===== config.mk =====
export PLATFORM = sky130hd
export DESIGN_NAME = ffaa_ram
export DESIGN_NICKNAME = d
export VERILOG_FILES = /design/src/hdl/first_fit_arena_allocator_defines.svh /design/src/hdl/ffaa_ram.sv
export SDC_FILE = /design/constraint.sdc
export NUM_CORES = 2
export LEC_CHECK = 0
export BUFFER_PORTS_ARGS = -buffer_cell sky130_fd_sc_hd__buf_2
export CAP_MARGIN = 20
export CORE_AREA = 5 5 405 407
export CTS_CLUSTER_DIAMETER = 120
export DETAILED_ROUTE_END_ITERATION = 8
export DIE_AREA = 0 0 410 412
export GPL_ROUTABILITY_DRIVEN = 0
export PLACE_DENSITY = 0.68
export SYNTH_ARGS = -nofsm -noshare
export SYNTH_HDL_FRONTEND = slang
export SYNTH_SLANG_ARGS = --single-unit

===== constraint.sdc =====
create_clock -name clk_i -period 2.1 [get_ports clk_i]
set_input_delay 0.105 -clock clk_i [delete_from_list [all_inputs] [get_ports clk_i]]
set_output_delay 0.105 -clock clk_i [all_outputs]
set_load 0.02 [all_outputs]

===== src/hdl/first_fit_arena_allocator_defines.svh =====
// Assertion macros for the first-fit arena allocator.
// Each macro expects clk_i and rst_ni in the scope where it is used.
`ifndef FIRST_FIT_ARENA_ALLOCATOR_DEFINES_SVH
`define FIRST_FIT_ARENA_ALLOCATOR_DEFINES_SVH

// Same-cycle implication, disabled while reset is asserted.
`define FFAA_ASSERT_IMP(label, ante, cons, msg) \
  label: assert property (@(posedge clk_i) disable iff (!rst_ni) (ante) |-> (cons)) \
    else $error(msg);

// Next-cycle implication, disabled while reset is asserted.
`define FFAA_ASSERT_NXT(label, ante, cons, msg) \
  label: assert property (@(posedge clk_i) disable iff (!rst_ni) (ante) |=> (cons)) \
    else $error(msg);

`endif


===== src/hdl/ffaa_ram.sv =====
// Generic single-write, single-read RAM with a registered read port.
// No dependencies.
module ffaa_ram #(
  parameter int unsigned WIDTH = 8,
  parameter int unsigned DEPTH = 256
) (
  input  logic                     clk_i,
  input  logic                     we_i,
  input  logic [$clog2(DEPTH)-1:0] waddr_i,
  input  logic [WIDTH-1:0]         wdata_i,
  input  logic [$clog2(DEPTH)-1:0] raddr_i,
  output logic [WIDTH-1:0]         rdata_o
);

  logic [WIDTH-1:0] mem [DEPTH];
  logic [WIDTH-1:0] rdata_q;

  // Write port and registered read port.
  always_ff @(posedge clk_i) begin
    if (we_i) begin
      mem[waddr_i] <= wdata_i;
    end
    rdata_q <= mem[raddr_i];
  end

  assign rdata_o = rdata_q;

endmodule


==> results.md <==
- Vias per Instance: 6.16
- Clock latency at the later pin of the worst-skew pair: 840 ps
- Post-synthesis cell area: 79600 um2
- Core area: 160000 um2
- Leak: 30.6 nW
- Power density cells: 894 nW/um2
- Drt initial violations: 5744
- Largest net degree at the start of global routing: 96
- Fillers: 11100
- Port bufs: 33
- Critical path class: flop to flop
- Cell Area, Placed: 87500 um2
- Sequential fraction of the synthesis area: 77.5%
- Final setup fails: 5
- Die Span Y: 412 um
- Num Clock Sinks: 2056
- Max clock buf depth: 3
- Die ar.: 169000 um2
- Initial core utilization: 49.8%
- Final period util: 106%
- Worst Max-Slew Pin Slew: 761 ps
- Post-DP HPWL: 128 mm
- Number of distinct library cells after synthesis: 55
- Max Cap Viol: 0
- RSZ-0062 raised after global routing: true
- R2R Path Start: mem[66][7]
- Mapped Nets: 3759
- CP Launch Point: mem[66][7]
- Most used DFF post-synth: edfxtp_1
- CTS clk-pin slew, worst paths: 70 ps
- Total grt overflow: 0
- Routed WL: 197 mm
- Final Hold Viols: 0
- Slew Limit Fails: 0
- Initial antenna violation count: 4
- Status: complete, but fails checks
- Synth warnings: 0
- Nature of the critical path startpoint: flop
- FP Rows: 147
- Post-route setup slack: -121 ps
- Synth Register Bits: 2056
- Min-delay src: waddr_i[6]
- Hold/Removal Path Class: primary input to flop
- Setup Skew: 24.7 ps
- Gr usage total: 23.5%
- Post-synthesis instance total: 3733
- Final instance area: 94200 um2
- I/O pins: 34
- Worst EP required: 2790 ps
- DR pass1 iterations: 5
- Number of synthesized flops with an enable pin: 2048
- DP Worst Slack: -1020 ps
- Violated checks: negative setup slack
- Vias: 41400
- CP Max Fanout: 1
- Final net count: 4481
- First-pass GRT wire length: 289 mm
- CTS tree: yes
- Asr flop ratio synth: 0%
- Slew Limit Headroom: 49.3%
- Max Clk Rate: 450 MHz
- Fraction of layout cells with a size suffix above 1: 33.4%
- Die width: 410 um
- Syn avg cell area: 21.3 um2
- H-tree levels: 4
- Vias in the first global route: 41500
- VDD IR max: 1070 uV
- Antenna Violating Nets Remaining: 0
- Synth top area share: 77.3%
- WL per Instance: 29.4 um
- # DRC: 0
- Crit path capture type: flop
- Layout area overhead: 18.4%
- CP Data Arrival Time: 2910 ps
- Clock buffer count from CTS: 194
- Largest area contributor in the netlist: edfxtp_1
- Fin crit period: 2220 ps
- Root Buffer: clkbuf_16
- Synth top area cells: edfxtp_1, mux4_2, mux2i_1
-- path summary, 6_finish.rpt --
| check | to | slack (ps) | cells after the start |
|---|---|---|---|
| max reg2reg | rdata_o[7] | -120 | 5 |
| max | rdata_o[7] | -120 | 5 |
| min reg2reg | rdata_o[3] | 920 | 6 |
| min | mem[235][6] | 100 | 4 |
-- cells in the final DEF (no fill, tap or decap), types with 12 or more instances in the layout --
cell type | Yosys | layout
nand3_1 | 34 | 34
nor3_1 | 22 | 12
nand2_1 | 33 | 33
buf_4 | 27 | 621
nor4_1 | 24 | 13
dlygate4sd3_1 | 0 | 14
nor2_1 | 282 | 277
buf_12 | 8 | 91
edfxtp_1 | 2048 | 2048
clkbuf_1 | 111 | 49
o22ai_1 | 28 | 27
bufinv_16 | 0 | 14
a21oi_1 | 96 | 95
clkinv_2 | 0 | 40
o221ai_1 | 46 | 45
mux4_2 | 454 | 454
buf_2 | 31 | 21
nor2b_1 | 31 | 26
mux2i_1 | 134 | 134
a22oi_1 | 133 | 126
clkbuf_16 | 0 | 198
clkinv_1 | 1 | 45
-- critical path, cell delays in order (launching register included) --
cell and delay, ps:
edfxtp_1 370, mux4_2 520, mux4_2 490, nor2b_1 190, nor4_1 470, nor4_4 50
-- state kept, by name (all words and copies together) (netlist names) --
| register | count |
|---|---|
| rdata_o | 8 |
| mem | 2048 |
-- final cells by class --
class	count	area (um2)	area share, %
flip-flops and latches	2056	61700	65.5
clock buffers	247	5140	5.46
multi-input cells	1442	16900	17.9
inverters	2	7.51	0.00797
repair buffers	759	6900	7.32
well taps	2086	2610	2.77
clock inverters	117	981	1.04
diodes	1	2.50	0.00266
-- power breakdown --
part	switching, mW	internal, mW
combinational	2.91	2.04
clock	14.9	19.0
sequential	0.110	45.2
-- synthesized netlist by cell type, drive strengths merged, types with 2 or more instances --
cell	count
a22oi	133
dfxtp	8
nand3b	2
nor4	27
nand3	34
o21ai	12
a21oi	96
mux4	456
buf	122
o22ai	28
nor3	22
o221ai	47
a22o	8
o22a	5
nand2	33
o32ai	5
or2	4
a2111oi	5
and2	6
and3b	2
nor2	282
a221oi	14
nand2b	8
clkbuf	111
nor2b	31
o211ai	10
a311oi	2
a211oi	16
nand4	10
edfxtp	2048
a31oi	2
mux2i	134
-- layer usage --
layer	share of wire [%]	global-route usage [%]
met1	39	34.0
met2	48	37.3
met3	9.7	4.30
met4	3.1	6.97
met5	0	0
-- stage by stage --
| step | setup TNS [ps] | total power, mW | utilization [%] | hold slack, ps | std cells |
|---|---|---|---|---|---|
| global placement | -6320 | 50.9 | 54.8 | 508 | 6333 |
| floorplan | 0 | 48.4 | - | 204 | 3733 |
| finish | -357 | 84.2 | 58.9 | 100 | 6710 |
| detailed placement | -6380 | 51.0 | 54.8 | 509 | 6333 |
| CTS | -462 | 84.6 | 58.8 | 34.4 | 6709 |
| global route | -878 | 86.7 | 58.9 | 94.6 | 6709 |
-- cells by family after synthesis --
family | after synthesis | share of synthesized area (%)
compound gates | 385 | 3.42
buf+inv | 235 | 1.83
flops | 2056 | 77.5
mux | 591 | 14.6
simple gates | 466 | 2.63
-- repair_timing --
action,4_1_cts,5_1_grt
endpoints found under the hold margin,1453,0
endpoints found under the setup margin,8,8
pin swaps,17,16
hold buffers,14,0
resized for setup,44,29
setup buffers,0,0
No activity file was read; power rests on OpenSTA's default activity.
